File: config.mk
export PLATFORM = sky130hd
export DESIGN_NAME = easter_movable_feast_dates_unit
export DESIGN_NICKNAME = d
export VERILOG_FILES = /design/src/rtl/core/emfd_pkg.sv /design/src/rtl/core/easter_movable_feast_dates_unit.sv
export SDC_FILE = /design/constraint.sdc
export NUM_CORES = 1
export LEC_CHECK = 0
export BUFFER_PORTS_ARGS = -buffer_cell sky130_fd_sc_hd__buf_2
export CAP_MARGIN = 20
export CORE_MARGIN = 1.5
export CORE_UTILIZATION = 30
export DETAILED_ROUTE_END_ITERATION = 6
export HOLD_SLACK_MARGIN = 0.05
export PLACE_DENSITY = 0.44
export SYNTH_ARGS = -nofsm -noshare
export SYNTH_HDL_FRONTEND = slang
export SYNTH_SLANG_ARGS = --single-unit
File: constraint.sdc
create_clock -name clk -period 9.6 [get_ports clk]
set_clock_uncertainty 0.2 [all_clocks]
set_input_delay 2.88 -clock clk [delete_from_list [all_inputs] [get_ports clk]]
set_output_delay 2.88 -clock clk [all_outputs]
set_load 0.005 [all_outputs]
File: src/rtl/core/emfd_pkg.sv
// ----------------------------------------------------------------------------
// emfd_pkg - Shared definitions for the movable feast date unit
// Field widths, reciprocal constants for the constant divisions of the
// computus, pipeline depth and the month codes.
// ----------------------------------------------------------------------------
package emfd_pkg;

  // Field widths.
  localparam int YEAR_W   = 14;
  localparam int MONTH_W  = 3;
  localparam int CMONTH_W = 2;
  localparam int DAY_W    = 5;

  // Number of register stages from the input to the output register.
  localparam int STAGES = 10;

  // Reciprocals for the constant divisions. Each one was chosen so that the
  // truncation error stays below one step of the divisor over the full
  // range of its argument.
  localparam logic [12:0] RECIP_100 = 13'd5243;   // y / 100, shift 19
  localparam logic [14:0] RECIP_19  = 15'd27595;  // y / 19,  shift 19
  localparam logic [5:0]  RECIP_25  = 6'd41;      // x / 25,  shift 10
  localparam logic [7:0]  RECIP_3   = 8'd171;     // x / 3,   shift 9
  localparam logic [10:0] RECIP_30  = 11'd1093;   // x / 30,  shift 15
  localparam logic [7:0]  RECIP_7   = 8'd147;     // x / 7,   shift 10

  // Threshold of the lunar correction term (a + 11h + 22l) / 451.
  localparam logic [8:0] CORR_LIMIT = 9'd451;

  // Month codes.
  localparam logic [MONTH_W-1:0] MON_FEB = 3'd2;
  localparam logic [MONTH_W-1:0] MON_MAR = 3'd3;
  localparam logic [MONTH_W-1:0] MON_APR = 3'd4;
  localparam logic [MONTH_W-1:0] MON_MAY = 3'd5;
  localparam logic [MONTH_W-1:0] MON_JUN = 3'd6;

endpackage

File: src/rtl/core/easter_movable_feast_dates_unit.sv
// ----------------------------------------------------------------------------
// easter_movable_feast_dates_unit - Easter and movable feast calculator
// Computes Easter Sunday, Good Friday, Carnival Tuesday and Corpus Christi
// from a Gregorian year with the anonymous Gregorian computus.
// ----------------------------------------------------------------------------
// Usage:
//   A request on the input channel carries one year (in_year). For every
//   request the block delivers exactly one result on the output channel:
//   month and day of the four feasts, in request order.
//   The computus is cut into ten register stages. The divisions by 100, 19,
//   25, 3, 30 and 7 are done with reciprocal multiplications, each followed
//   by a register, so the deepest stage holds one small multiplier or one
//   short add and compare chain.
//   One request can be accepted in every cycle in which in_stall is low;
//   the sustained rate is one year per clock while no result is held.
//   The whole pipe advances as one: it holds only when the output register
//   carries a valid result and out_stall is high. In that case in_stall is
//   raised in the same cycle and every stage keeps its contents, so nothing
//   is dropped or repeated. Empty slots in the pipe are not squeezed out.
//   A synchronous low on rst_n clears all valid bits; the payload registers
//   are not reset. There are no configuration registers.
// ----------------------------------------------------------------------------
module easter_movable_feast_dates_unit (
  input  logic                           clk,
  input  logic                           rst_n,
  input  logic                           in_valid,
  output logic                           in_stall,
  input  logic [emfd_pkg::YEAR_W-1:0]    in_year,
  output logic                           out_valid,
  input  logic                           out_stall,
  output logic [emfd_pkg::MONTH_W-1:0]   out_easter_month,
  output logic [emfd_pkg::DAY_W-1:0]     out_easter_day,
  output logic [emfd_pkg::MONTH_W-1:0]   out_good_friday_month,
  output logic [emfd_pkg::DAY_W-1:0]     out_good_friday_day,
  output logic [emfd_pkg::CMONTH_W-1:0]  out_carnival_month,
  output logic [emfd_pkg::DAY_W-1:0]     out_carnival_day,
  output logic [emfd_pkg::MONTH_W-1:0]   out_corpus_month,
  output logic [emfd_pkg::DAY_W-1:0]     out_corpus_day
);
  import emfd_pkg::*;

  // Pipe advance: only a valid result held by the receiver stops it.
  logic adv;
  logic [STAGES-1:0] vld_r;

  assign adv      = !(vld_r[STAGES-1] && out_stall);
  assign in_stall = !adv;

  always_ff @(posedge clk) begin
    if (!rst_n) begin
      vld_r <= '0;
    end else if (adv) begin
      vld_r <= {vld_r[STAGES-2:0], in_valid};
    end
  end

  // Stage 1: century (y / 100) and the quotient y / 19.
  logic [YEAR_W-1:0] y1_r;
  logic [7:0]        b1_r, b1_nxt;
  logic [9:0]        q1_r, q1_nxt;
  logic [26:0]       p100;
  logic [28:0]       p19;

  always_comb begin
    p100   = 27'(in_year) * 27'(RECIP_100);
    p19    = 29'(in_year) * 29'(RECIP_19);
    b1_nxt = p100[26:19];
    q1_nxt = p19[28:19];
  end

  always_ff @(posedge clk) begin
    if (adv) begin
      y1_r <= in_year;
      b1_r <= b1_nxt;
      q1_r <= q1_nxt;
    end
  end

  // Stage 2: golden number a, year in century c, and f = (b + 8) / 25.
  logic [1:0]  y2_r;
  logic [7:0]  b2_r;
  logic [4:0]  a2_r, a2_nxt;
  logic [6:0]  c2_r, c2_nxt;
  logic [2:0]  f2_r, f2_nxt;
  logic [13:0] c_full, a_full, fp;

  always_comb begin
    c_full = y1_r - 14'(b1_r) * 14'd100;
    a_full = y1_r - 14'(q1_r) * 14'd19;
    fp     = 14'(b1_r + 8'd8) * 14'(RECIP_25);
    c2_nxt = c_full[6:0];
    a2_nxt = a_full[4:0];
    f2_nxt = fp[12:10];
  end

  always_ff @(posedge clk) begin
    if (adv) begin
      y2_r <= y1_r[1:0];
      b2_r <= b1_r;
      a2_r <= a2_nxt;
      c2_r <= c2_nxt;
      f2_r <= f2_nxt;
    end
  end

  // Stage 3: g = (b - f + 1) / 3, split of c and b, leap-year flag.
  logic [4:0]  a3_r;
  logic [7:0]  b3_r;
  logic [5:0]  g3_r, g3_nxt;
  logic [1:0]  e3_r, k3_r;
  logic [4:0]  i3_r;
  logic        leap3_r, leap3_nxt;
  logic [7:0]  gx;
  logic [15:0] gp;

  always_comb begin
    gx        = b2_r - 8'(f2_r) + 8'd1;
    gp        = 16'(gx) * 16'(RECIP_3);
    g3_nxt    = gp[14:9];
    leap3_nxt = (y2_r == 2'd0) && ((c2_r != 7'd0) || (b2_r[1:0] == 2'd0));
  end

  always_ff @(posedge clk) begin
    if (adv) begin
      a3_r    <= a2_r;
      b3_r    <= b2_r;
      g3_r    <= g3_nxt;
      e3_r    <= b2_r[1:0];
      i3_r    <= c2_r[6:2];
      k3_r    <= c2_r[1:0];
      leap3_r <= leap3_nxt;
    end
  end

  // Stage 4: argument of the epact, 19a + b - d - g + 15 (always >= 0).
  logic [9:0] v4_r, v4_nxt;
  logic [4:0] a4_r, i4_r;
  logic [1:0] e4_r, k4_r;
  logic       leap4_r;

  always_comb begin
    v4_nxt = 10'(a3_r) * 10'd19 + 10'(b3_r) + 10'd15 - 10'(b3_r[7:2]) - 10'(g3_r);
  end

  always_ff @(posedge clk) begin
    if (adv) begin
      v4_r    <= v4_nxt;
      a4_r    <= a3_r;
      e4_r    <= e3_r;
      i4_r    <= i3_r;
      k4_r    <= k3_r;
      leap4_r <= leap3_r;
    end
  end

  // Stage 5: quotient of the epact argument by 30.
  logic [9:0]  v5_r;
  logic [4:0]  hq5_r, a5_r, i5_r;
  logic [1:0]  e5_r, k5_r;
  logic        leap5_r;
  logic [20:0] hp;

  always_comb begin
    hp = 21'(v4_r) * 21'(RECIP_30);
  end

  always_ff @(posedge clk) begin
    if (adv) begin
      v5_r    <= v4_r;
      hq5_r   <= hp[19:15];
      a5_r    <= a4_r;
      e5_r    <= e4_r;
      i5_r    <= i4_r;
      k5_r    <= k4_r;
      leap5_r <= leap4_r;
    end
  end

  // Stage 6: epact h and the weekday argument 32 + 2e + 2i - h - k.
  logic [4:0] h6_r, a6_r;
  logic [6:0] w6_r, w6_nxt;
  logic       leap6_r;
  logic [9:0] h_full;

  always_comb begin
    h_full = v5_r - 10'(hq5_r) * 10'd30;
    w6_nxt = 7'd32 + {4'd0, e5_r, 1'b0} + {1'b0, i5_r, 1'b0}
           - 7'(h_full[4:0]) - 7'(k5_r);
  end

  always_ff @(posedge clk) begin
    if (adv) begin
      h6_r    <= h_full[4:0];
      w6_r    <= w6_nxt;
      a6_r    <= a5_r;
      leap6_r <= leap5_r;
    end
  end

  // Stage 7: quotient of the weekday argument by 7.
  logic [4:0]  h7_r, a7_r;
  logic [6:0]  w7_r;
  logic [3:0]  lq7_r;
  logic        leap7_r;
  logic [14:0] lp;

  always_comb begin
    lp = 15'(w6_r) * 15'(RECIP_7);
  end

  always_ff @(posedge clk) begin
    if (adv) begin
      h7_r    <= h6_r;
      w7_r    <= w6_r;
      lq7_r   <= lp[13:10];
      a7_r    <= a6_r;
      leap7_r <= leap6_r;
    end
  end

  // Stage 8: weekday offset l.
  logic [4:0] h8_r, a8_r;
  logic [2:0] l8_r;
  logic       leap8_r;
  logic [6:0] l_full;

  always_comb begin
    l_full = w7_r - 7'(lq7_r) * 7'd7;
  end

  always_ff @(posedge clk) begin
    if (adv) begin
      h8_r    <= h7_r;
      l8_r    <= l_full[2:0];
      a8_r    <= a7_r;
      leap8_r <= leap7_r;
    end
  end

  // Stage 9: lunar correction m and the Easter ordinal counted from the
  // last day of February (March 1 is 1). It lies between 22 and 56.
  logic [5:0] n9_r, n9_nxt;
  logic       leap9_r;
  logic [8:0] corr;
  logic       m9;

  always_comb begin
    corr   = 9'(a8_r) + 9'(h8_r) * 9'd11 + 9'(l8_r) * 9'd22;
    m9     = (corr >= CORR_LIMIT);
    n9_nxt = 6'(h8_r) + 6'(l8_r) + 6'd22 - (m9 ? 6'd7 : 6'd0);
  end

  always_ff @(posedge clk) begin
    if (adv) begin
      n9_r    <= n9_nxt;
      leap9_r <= leap8_r;
    end
  end

  // Stage 10: split the ordinal into month and day for each feast.
  logic [MONTH_W-1:0]  em_r, em_nxt, gm_r, gm_nxt, pm_r, pm_nxt;
  logic [CMONTH_W-1:0] cm_r, cm_nxt;
  logic [DAY_W-1:0]    ed_r, ed_nxt, gd_r, gd_nxt, cd_r, cd_nxt, pd_r, pd_nxt;
  logic [5:0]          n_gf, feb_len, n_car;

  always_comb begin
    // Easter Sunday.
    if (n9_r <= 6'd31) begin
      em_nxt = MON_MAR;
      ed_nxt = n9_r[4:0];
    end else begin
      em_nxt = MON_APR;
      ed_nxt = 5'(n9_r - 6'd31);
    end

    // Good Friday, two days earlier; never earlier than March 20.
    n_gf = n9_r - 6'd2;
    if (n_gf <= 6'd31) begin
      gm_nxt = MON_MAR;
      gd_nxt = n_gf[4:0];
    end else begin
      gm_nxt = MON_APR;
      gd_nxt = 5'(n_gf - 6'd31);
    end

    // Carnival Tuesday, 47 days earlier; February length follows the
    // Gregorian leap-year rule.
    feb_len = leap9_r ? 6'd29 : 6'd28;
    n_car   = feb_len + n9_r - 6'd47;
    if (n9_r > 6'd47) begin
      cm_nxt = MON_MAR[CMONTH_W-1:0];
      cd_nxt = 5'(n9_r - 6'd47);
    end else begin
      cm_nxt = MON_FEB[CMONTH_W-1:0];
      cd_nxt = n_car[4:0];
    end

    // Corpus Christi, 60 days later; May ends at ordinal 92.
    if (n9_r <= 6'd32) begin
      pm_nxt = MON_MAY;
      pd_nxt = 5'(n9_r - 6'd1);
    end else begin
      pm_nxt = MON_JUN;
      pd_nxt = 5'(n9_r - 6'd32);
    end
  end

  always_ff @(posedge clk) begin
    if (adv) begin
      em_r <= em_nxt;
      ed_r <= ed_nxt;
      gm_r <= gm_nxt;
      gd_r <= gd_nxt;
      cm_r <= cm_nxt;
      cd_r <= cd_nxt;
      pm_r <= pm_nxt;
      pd_r <= pd_nxt;
    end
  end

  assign out_valid             = vld_r[STAGES-1];
  assign out_easter_month      = em_r;
  assign out_easter_day        = ed_r;
  assign out_good_friday_month = gm_r;
  assign out_good_friday_day   = gd_r;
  assign out_carnival_month    = cm_r;
  assign out_carnival_day      = cd_r;
  assign out_corpus_month      = pm_r;
  assign out_corpus_day        = pd_r;

  // Easter always falls between March 22 and April 25.
  a_easter_window: assert property (@(posedge clk) disable iff (!rst_n)
    out_valid |-> ((out_easter_month == MON_MAR && out_easter_day >= 5'd22) ||
                   (out_easter_month == MON_APR && out_easter_day <= 5'd25)))
    else $error("Easter date outside its window");

  // Good Friday lies in April only when Easter is in April.
  a_friday_month: assert property (@(posedge clk) disable iff (!rst_n)
    (out_valid && out_good_friday_month == MON_APR) |-> (out_easter_month == MON_APR))
    else $error("Good Friday month inconsistent with Easter");

  // A held result must keep the whole pipe frozen and the input stalled.
  a_hold_stalls_input: assert property (@(posedge clk) disable iff (!rst_n)
    (out_valid && out_stall) |-> (in_stall && !adv))
    else $error("Pipe advanced while the output was held");

endmodule
; ---- Yosys cells after proc, flatten, opt, wreduce, memory -nomap -nowiden
; Cells that the tools add are included.
[classes]
reduce_logical = 6
add_sub_neg = 28
n_mux = 10
mul = 13
magnitude_cmp = 5
[op_table]
columns = cell, count
row1 = $mul 14x15->29 const B, 1
row2 = $mul 14x13->27 const B, 1
row3 = $mul 10x11->20 const B, 1
row4 = $mux 5, 4
row5 = $sub 10x6->10, 2
row6 = $mul 8x8->15 const B, 1
row7 = $mul 7x8->14 const B, 1
row8 = $mul 9x6->13 const B, 1
row9 = $le 6x5->1 const B, 2
row10 = $add 10x4->10 const B, 1
row11 = $add 10x8->10, 1
row12 = $mul 10x5->5 const B, 1
row13 = $mul 5x5->10 const B, 1
row14 = $sub 5x1->5 const B, 2
row15 = $sub 5x4->5 const B, 2
row16 = $sub 5x5->5, 2
row17 = $sub 5x5->5 const B, 2
row18 = $add 5x9->9, 1
row19 = $add 8x4->9 const B, 1
row20 = $add 9x8->9, 1
row21 = $ge 9x9->1 const B, 1
row22 = $mul 5x4->9 const B, 1
row23 = $mux 3, 3
row24 = $add 8x1->8 const B, 1
row25 = other kinds (24), 27
[totals]
input_bits = 18
word_cells = 114
regBits = 227

; ---- Depth between registers and ports, before layout
; Gate-level depths: netlist (run 1).
[depth]
ltp_word = 6
ltp_mapped = 25
ltp_nobuf = 25

; ---- Worst setup path before layout (run 1)
; OpenSTA, ideal clock, no wires.
[synth_timing]
path_type = in2reg
startpoint = in out_stall
endpoint = reg a2_r[0], enable pin
slack_ps = 149
setup_ps = 647
n_path_buf = 1
path_stages = 2
t_arrival_ps = 8605
cell_sequence = nand2_1 > clkbuf_1
[synth_between]
elab_chain_cells = 1
[synth_rtl]
columns = item, line
row1 = from (decl), easter_movable_feast_dates_unit.sv:30  ; input logic out_stall,
row2 = $logic_and 1x1->1, easter_movable_feast_dates_unit.sv:46  ; assign adv = !(vld_r[STAGES-1] && out_stall);
row3 = to (signal assigned), easter_movable_feast_dates_unit.sv:100  ; a2_r <= a2_nxt;
row4 = to (decl), easter_movable_feast_dates_unit.sv:82  ; logic [4:0] a2_r, a2_nxt;
; No other way between the ends.
; A chain may end at the register's enable or synchronous reset.

; ---- Worst setup path in the final report (run 1)
[layout_timing]
startpoint = in in_year[12] (netlist name)
endpoint = reg q1_r[4], data pin
[layout_between]
elab_chain_cells = 1
[layout_rtl]
columns = item, line
row1 = from (decl), easter_movable_feast_dates_unit.sv:28  ; input logic [emfd_pkg::YEAR_W-1:0] in_year,
row2 = $mul 14x15->29, easter_movable_feast_dates_unit.sv:66  ; p19 = 29'(in_year) * 29'(RECIP_19);
row3 = named net p19[23], easter_movable_feast_dates_unit.sv:62  ; logic [28:0] p19;
row4 = to (signal assigned), easter_movable_feast_dates_unit.sv:75  ; q1_r <= q1_nxt;
row5 = to (decl), easter_movable_feast_dates_unit.sv:60  ; logic [9:0] q1_r, q1_nxt;
; The timed path passes the listed nets, and every way through them passes these cells.

==> results.yml, run 1 <==
worst_setup_path:
  path_class: "in -> reg"
  crit_chain: "buf_2 > inv_1 > ha_1 > fa_1 > fa_1 > fa_1 > inv_1 > fa_1 > fa_1 > ha_1 > a21oi_1 > o211ai_1 > a41oi_1 > a21oi_1 > a211o_1 > a21oi_1 > xnor2_1"
  crit_required_ns: 9.67
  end_kind: "flop"
  path_common_cell: "fa_1"
  crit_fanout: 9
  critPathArrivalTime_ns: 7.92
  crit_path_top_delay_cell: "fa_1"
  cp_top_family: "adder cells"
  cp-start-kind: "primary input"
  cpPeakStageDelay_ns: 0.56
  cp_num_buf_inv: 3
sta:
  max_slew_margin_pct: 22.3
  maxSlewViolCount: 0
  setup_violations: 0
  max_freq_ghz: 0.127
  rsz0062_at_grt: "no"
  finalWorstSetupSlack_ns: 1.76
  period_share_pct: 81.7
  fin_setup_tns_ns: 0
  worstMarginPinSlew_ns: 1.16
  fin_crit_ns: 7.84
  hold_viol_final: 0
run_status:
  violations: "design-rule violations"
  status: "finished, violations left"
yosys:
  yosys-top-cells-area: "edfxtp_1 30%, ha_1 27%, fa_1 21%"
  synth_seq_cells: 212
  synthArstFlopShare_pct: 0
  syn-cell-area_sq_mm: 0.0201
  synthTopCellsByCount: "428 x inv_1, 427 x ha_1, 207 x fa_1"
  yosysTopAreaCell: "edfxtp_1"
  synthDominantCellAreaShare_pct: 30.2
  ys_warn_count: 0
  ys.flop_type: "edfxtp_1"
  synth_cell_type_count: 56
  synth_edf_count: 202
  seq_area_frac_synth_pct: 31.2
  syn-mean-instance-area_sq_um: 11.9
  yosysMostFrequentCell: "inv_1"
  synth_cells: 1687
clocking:
  hold_buffers: 0
  clock_path_buffers: 3
  cts_resized: 0
  clock_sinks: 212
  path_clk_slew_ns: 0.06
  insertion_delay_ns: 0.54
  numCtsBuffers: 26
  cts_tree: "yes"
  cts_max_level: 1
  cts-root-buf: "clkbuf_16"
  postCtsSetupBuffers: 0
die:
  die_area_sq_mm: 0.0686
  start_util_pct: 30.5
  die_width_microns: 262
  ioPinCount: 51
  core-area_sq_mm: 0.0660
  fp.dieH_microns: 262
  placementRows: 94
route:
  drt.antenna.violating_nets: 0
  drcViolationCount: 5
  drt_pass1_iterations: 6
  routed_wl_microns: 37100
  avgRoutedWirePerCell_microns: 14.1
  drtIter0Drc: 455
  num_vias: 11329
  viasPerCell: 4.30
grt:
  grt_overflow: 0
  grt_pass1_vias: 12134
  antenna_found_initial: 1
  track_usage_pct: 11.4
  grt_pass1_wl_microns: 62100
  grt_max_degree: 185
layout:
  diodes: 0
  fin_nets: 2404
  fin_util_pct: 33.6
  layout-drive-gt1-share_pct: 5.81
  synthToLayoutAreaGrowth_pct: 10.4
placed_design:
  dp_hpwl_microns: 31000
  pre_cts_ws_ns: 1.17
  io_buffers: 48
  gp_congestion: 0.821
flow_run:
  cap_violations: 0
worst_hold_path:
  hp-class: "reg -> reg"
==> flip-flops by register name (all words and copies together) (netlist names), 6 cells and up <==
name,count
n9_r,6
g3_r,6
y1_r,7
b2_r,8
v4_r,10
c2_r,6
b1_r,8
vld_r,10
w6_r,7
b3_r,8
==> area by class of cell <==
cell class	instances	area (sq um)
Tap cell	864	1080
Timing Repair Buffer	50	264
Clock buffer	32	683
Sequential cell	212	6270
Clock inverter	16	114
Multi-Input combinational cell	1034	12200
Fill cell	6633	43800
Inverter	428	1610
==> cell families (layout without fill, tap and decap cells) <==
| family | after synthesis | after routing | share of synthesized area (%) |
|---|---|---|---|
| multiplexers | 2 | 2 | 0.106 |
| flip-flops | 212 | 212 | 31.2 |
| buffers and inverters | 442 | 526 | 8.35 |
| other | 1 | 2 | 0.0187 |
| XOR/XNOR | 121 | 121 | 5.27 |
| AND/OR/NAND/NOR | 116 | 116 | 2.80 |
| adder cells (fa/ha/maj) | 634 | 634 | 47.2 |
| AO/OA/AOI/OAI | 159 | 159 | 5.09 |
==> layer usage <==
layer  GRT usage (%)  vias up  part of all wire, %
met5               0        -                0.032
met4            2.08        2                  1.5
met3            1.35       41                  2.0
met2            20.6       77                   51
met1            14.6     5541                   46
li1                -     5668                    -
==> stage by stage <==
stage	hold slack (ns)	cell area, sq um	instances
floorplan	0.200	20100	1688
global placement	0.201	21400	2587
detailed placement	0.205	21400	2588
CTS	0.211	22200	2636
global route	0.217	22200	2636
finish	0.211	22200	2636
==> final timing paths <==
kind               start  endpoint  slack, ns  cells after the start
max reg2reg      l8_r[1]   n9_r[5]       2.57                     24
max          in_year[12]   q1_r[4]       1.76                     17
min reg2reg      a6_r[2]   a7_r[2]       0.21                      0
min              a6_r[2]   a7_r[2]       0.21                      0
==> placed cells by master (no fill, tap or decap), drive strengths merged, types with 5 or more instances in the layout <==
| cell | n |
|---|---|
| buf | 50 |
| nor2 | 22 |
| a21oi | 65 |
| a21boi | 9 |
| o21ai | 19 |
| o21bai | 12 |
| clkinv | 9 |
| nand3 | 9 |
| fa | 207 |
| clkinvlp | 5 |
| nor3 | 11 |
| a31oi | 5 |
| clkbuf | 32 |
| nand2 | 45 |
| xnor2 | 89 |
| ha | 427 |
| a21o | 24 |
| nand4 | 9 |
| inv | 430 |
| dfxtp | 10 |
| edfxtp | 202 |
| xor2 | 32 |
Power of run 1 is left out: the tool's default activity adds up to more than one toggle a clock period on the data nets, which glitch-free logic cannot reach.
==> inputs of run 2 (changes only) <==
==> constraint.sdc (replaced) <==
create_clock -name clk -period 6.6 [get_ports clk]
set_clock_uncertainty 0.2 [all_clocks]
set_input_delay 1.98 -clock clk [delete_from_list [all_inputs] [get_ports clk]]
set_output_delay 1.98 -clock clk [all_outputs]
set_load 0.005 [all_outputs]
==> results.yml, run 2 (synthesis results as in run 1) <==
worst_setup_path:
  cpPeakStageDelay_ns: 0.54
  crit_path_top_delay_cell: "fa_1"
  critPathArrivalTime_ns: 6.53
  path_common_cell: "fa_1"
  path_class: "reg -> reg"
  crit_fanout: 3
  end_kind: "flop"
  crit_required_ns: 6.68
  crit_chain: "ha_1 > ha_2 > fa_1 > inv_2 > fa_1 > fa_1 > fa_1 > inv_2 > ha_4 > a21oi_2 > o21bai_1 > a21o_1 > a21oi_2 > xor2_2 > a2111oi_4 > buf_4 > ha_4 > inv_2 > fa_1 > ha_2 > fa_2 > a21o_1 > a21oi_2 > xnor2_1"
  cp-start-kind: "flop"
layout:
  diodes: 0
  layout_common_cells: "423 x inv_1, 420 x ha_1, 203 x fa_1, 202 x edfxtp_1, 115 x buf_4"
  fin_nets: 2517
  layout-drive-gt1-share_pct: 13.1
  fin_util_pct: 35.2
  synthToLayoutAreaGrowth_pct: 15.6
  final_common_cell: "inv_1"
  top_regs: "v4_r (10), vld_r (10)"
  final-instance-count-excl-fill: 2747
  fin_area_sq_mm: 0.0232
die:
  die_width_microns: 262
  start_util_pct: 30.5
  placementRows: 94
  ioPinCount: 51
  fp.dieH_microns: 262
  die_area_sq_mm: 0.0686
  core-area_sq_mm: 0.0660
grt:
  grt_pass1_wl_microns: 65100
  grt_max_degree: 78
  antenna_found_initial: 0
  grt_overflow: 0
  grt_pass1_vias: 12646
  track_usage_pct: 12.0
sta:
  worstMarginPinSlew_ns: 0.953
  max_freq_ghz: 0.155
  rsz0062_at_grt: "yes"
  maxSlewViolCount: 0
  fin_crit_ns: 6.46
  period_share_pct: 97.8
  max_slew_margin_pct: 36.5
  hold_viol_final: 0
  setup_violations: 0
  fin_setup_tns_ns: 0
route:
  wl_met1_microns: 17600
  dr_wl_met3_microns: 905
  routed_wl_microns: 39200
  wl_met2_microns: 20000
  top_layer: "met4"
  avgRoutedWirePerCell_microns: 14.3
  drcViolationCount: 4
  drt_pass1_iterations: 6
  num_vias: 11655
  drtIter0Drc: 372
  drt.antenna.violating_nets: 0
  viasPerCell: 4.24
placed_design:
  dp_hpwl_microns: 32900
  io_buffers: 48
  place_area_sq_mm: 0.0222
  gp_congestion: 0.814
  place_inst: 2698
clocking:
  path_clk_slew_ns: 0.06
  insertion_delay_ns: 0.53
  clock_path_buffers: 3
  hold_buffers: 0
  cts-root-buf: "clkbuf_16"
  numCtsBuffers: 25
  clock_sinks: 212
  cts_max_level: 1
  cts_tree: "yes"
run_status:
  status: "finished, violations left"
  violations: "design-rule violations"
flow_run:
  cap_violations: 0
worst_hold_path:
  hp-class: "reg -> reg"
[run 2: cell types whose count changed in the layout (fill, tap and decap cells not counted), moves of 7 or more]
cell / before / now
buf_4: 0 / 115
a21oi_1: 64 / 55
a21oi_2: 1 / 10
ha_1: 427 / 420
[run 2: final timing paths]
check,start,end,slack [ns],cells after the start
max,l8_r[2],n9_r[5],0.14,24
min,leap5_r,leap6_r,0.21,0
min reg2reg,leap5_r,leap6_r,0.21,0
max reg2reg,l8_r[2],n9_r[5],0.14,24
[run 2: timing repair]
item,4_1_cts,5_1_grt
resized for setup,17,14
buffers inserted,4,0
pin swaps,20,13
setup endpoints to repair,3,6
[run 2: through the flow]
| stage | hold slack (ns) | worst slack [ns] |
|---|---|---|
| CTS | 0.209 | -0.0227 |
| global placement | 0.201 | -0.409 |
| detailed placement | 0.205 | -0.409 |
| global route | 0.212 | -0.101 |
| finish | 0.208 | 0.144 |
| floorplan | 0.200 | 0.000248 |
[run 2: layout make-up]
class	instances	area (sq um)
Tap cell	864	1080
Fill cell	6511	42700
Multi-Input combinational cell	1034	12300
Sequential cell	212	6270
Clock buffer	28	637
Clock inverter	17	218
Inverter	428	1610
Timing Repair Buffer	164	1110
[run 2: routing by layer]
metal | up-vias | track usage (%)
li1 | 5890 | -
met3 | 43 | 1.41
met5 | - | 0
met2 | 84 | 22.1
met1 | 5638 | 15.0
met4 | 0 | 2.19
[run 2: critical path, delay by kind of cell, from the launching register on]
| family | cells | cell delay, ns |
|---|---|---|
| XOR/XNOR | 2 | 0.28 |
| flip-flops | 1 | 0.41 |
| AO/OA/AOI/OAI | 7 | 0.98 |
| adder cells (fa/ha/maj) | 11 | 3.99 |
| buffers and inverters | 4 | 0.33 |
Power of run 2 is left out for the same reason.
==> inputs of run 3 (changes only) <==
--- a/config.mk
+++ b/config.mk
@@ -8,10 +8,10 @@
 export BUFFER_PORTS_ARGS = -buffer_cell sky130_fd_sc_hd__buf_2
 export CAP_MARGIN = 20
 export CORE_MARGIN = 1.5
-export CORE_UTILIZATION = 30
+export CORE_UTILIZATION = 59
 export DETAILED_ROUTE_END_ITERATION = 6
 export HOLD_SLACK_MARGIN = 0.05
-export PLACE_DENSITY = 0.44
+export PLACE_DENSITY = 0.77
 export SYNTH_ARGS = -nofsm -noshare
 export SYNTH_HDL_FRONTEND = slang
 export SYNTH_SLANG_ARGS = --single-unit
==> results.yml, run 3 (synthesis results as in run 1) <==
run_status:
  status: "complete, no violations"
placed_design:
  dp_hpwl_microns: 31300
  gp_congestion: 0.928
  io_buffers: 48
clocking:
  path_clk_slew_ns: 0.06
  cts_max_level: 1
  cts-root-buf: "clkbuf_16"
  hold_buffers: 0
  clock_path_buffers: 3
  clock_sinks: 212
  numCtsBuffers: 23
  insertion_delay_ns: 0.51
  cts_tree: "yes"
die:
  die_width_microns: 188
  start_util_pct: 59.9
  fp.dieH_microns: 188
  die_area_sq_mm: 0.0352
  placementRows: 67
  core-area_sq_mm: 0.0335
  ioPinCount: 51
route:
  routed_wl_microns: 37500
  drtIter0Drc: 590
  drcViolationCount: 0
  viasPerCell: 5.23
  num_vias: 12168
  drt_pass1_iterations: 5
  drt.antenna.violating_nets: 0
  avgRoutedWirePerCell_microns: 16.1
layout:
  final_common_cell: "inv_1"
  fill_cells: 2448
  diodes: 0
  synthToLayoutAreaGrowth_pct: 12.8
  layout_common_cells: "425 x inv_1, 419 x ha_1, 202 x fa_1, 202 x edfxtp_1, 112 x buf_4"
  layout-drive-gt1-share_pct: 12.8
  top_regs: "v4_r (10), vld_r (10)"
  fin_nets: 2514
sta:
  max_slew_margin_pct: 38.2
  max_freq_ghz: 0.153
  rsz0062_at_grt: "yes"
  hold_ws_ns: 0.213
  period_share_pct: 99.1
  worstMarginPinSlew_ns: 0.927
  maxSlewViolCount: 0
  setup_violations: 0
  fin_crit_ns: 6.54
  hold_viol_final: 0
worst_setup_path:
  cpPeakStageDelay_ns: 0.54
  path_class: "reg -> reg"
  end_kind: "flop"
  crit_path_top_delay_cell: "fa_1"
  cp-start-kind: "flop"
  crit_fanout: 3
  crit_required_ns: 6.65
  critPathArrivalTime_ns: 6.59
grt:
  grt_pass1_wl_microns: 62900
  track_usage_pct: 22.4
  grt_pass1_vias: 13268
  grt_overflow: 0
  grt_max_degree: 177
  antenna_found_initial: 0
worst_hold_path:
  hp-class: "reg -> reg"
flow_run:
  cap_violations: 0
-- run 3: layout make-up --
| type | count | area [sq um] | area share [%] |
|---|---|---|---|
| clock buffers | 25 | 583 | 2.57 |
| clock inverters | 16 | 190 | 0.839 |
| inverters | 428 | 1610 | 7.09 |
| multi-input cells | 1034 | 12300 | 54.4 |
| flip-flops and latches | 212 | 6270 | 27.6 |
| well taps | 448 | 561 | 2.47 |
| repair buffers | 163 | 1130 | 4.99 |
-- run 3: what timing repair did --
action / CTS / global route
pin swaps: 8 / 26
resized for setup: 8 / 21
buffers inserted: 4 / 3
endpoints found under the setup margin: 1 / 8
-- run 3: routing by layer --
metal,GRT usage (%),share of wire (%),up-vias
met3,2.23,3.5,82
met5,0,0,-
met1,26.9,41,5977
met2,41.8,52,232
li1,-,-,5877
met4,7.94,3.6,0
-- run 3: worst paths after layout --
kind,from,endpoint,slack (ns),cells after the start
worst max-delay path,l8_r[1],n9_r[5],0.06,25
worst min-delay path,a7_r[4],a8_r[4],0.21,0
worst max register to register,l8_r[1],n9_r[5],0.06,25
worst min register to register,a7_r[4],a8_r[4],0.21,0
-- run 3: metrics by stage --
| stage | setup TNS (ns) | worst slack, ns | util, % | area [sq um] | std cells |
|---|---|---|---|---|---|
| 4_1_cts | 0 | 0.00738 | 67.2 | 22500 | 2323 |
| 2_1_floorplan | 0 | 0.000248 | - | 20100 | 1688 |
| 5_1_grt | -0.243 | -0.142 | 67.6 | 22700 | 2326 |
| 3_3_place_gp | -2.80 | -0.333 | 64.7 | 21700 | 2278 |
| 3_5_place_dp | -3.71 | -0.404 | 64.7 | 21700 | 2278 |
| 6_report | 0 | 0.0567 | 67.6 | 22700 | 2326 |
-- run 3: critical path, delay by kind of cell, from the launching register on --
kind	cells	cell delay [ns]
buf+inv	5	0.48
compound gates	7	1.10
flops	1	0.45
fa+ha+maj	11	3.78
xor+xnor	2	0.27
Power of run 3 is left out for the same reason.
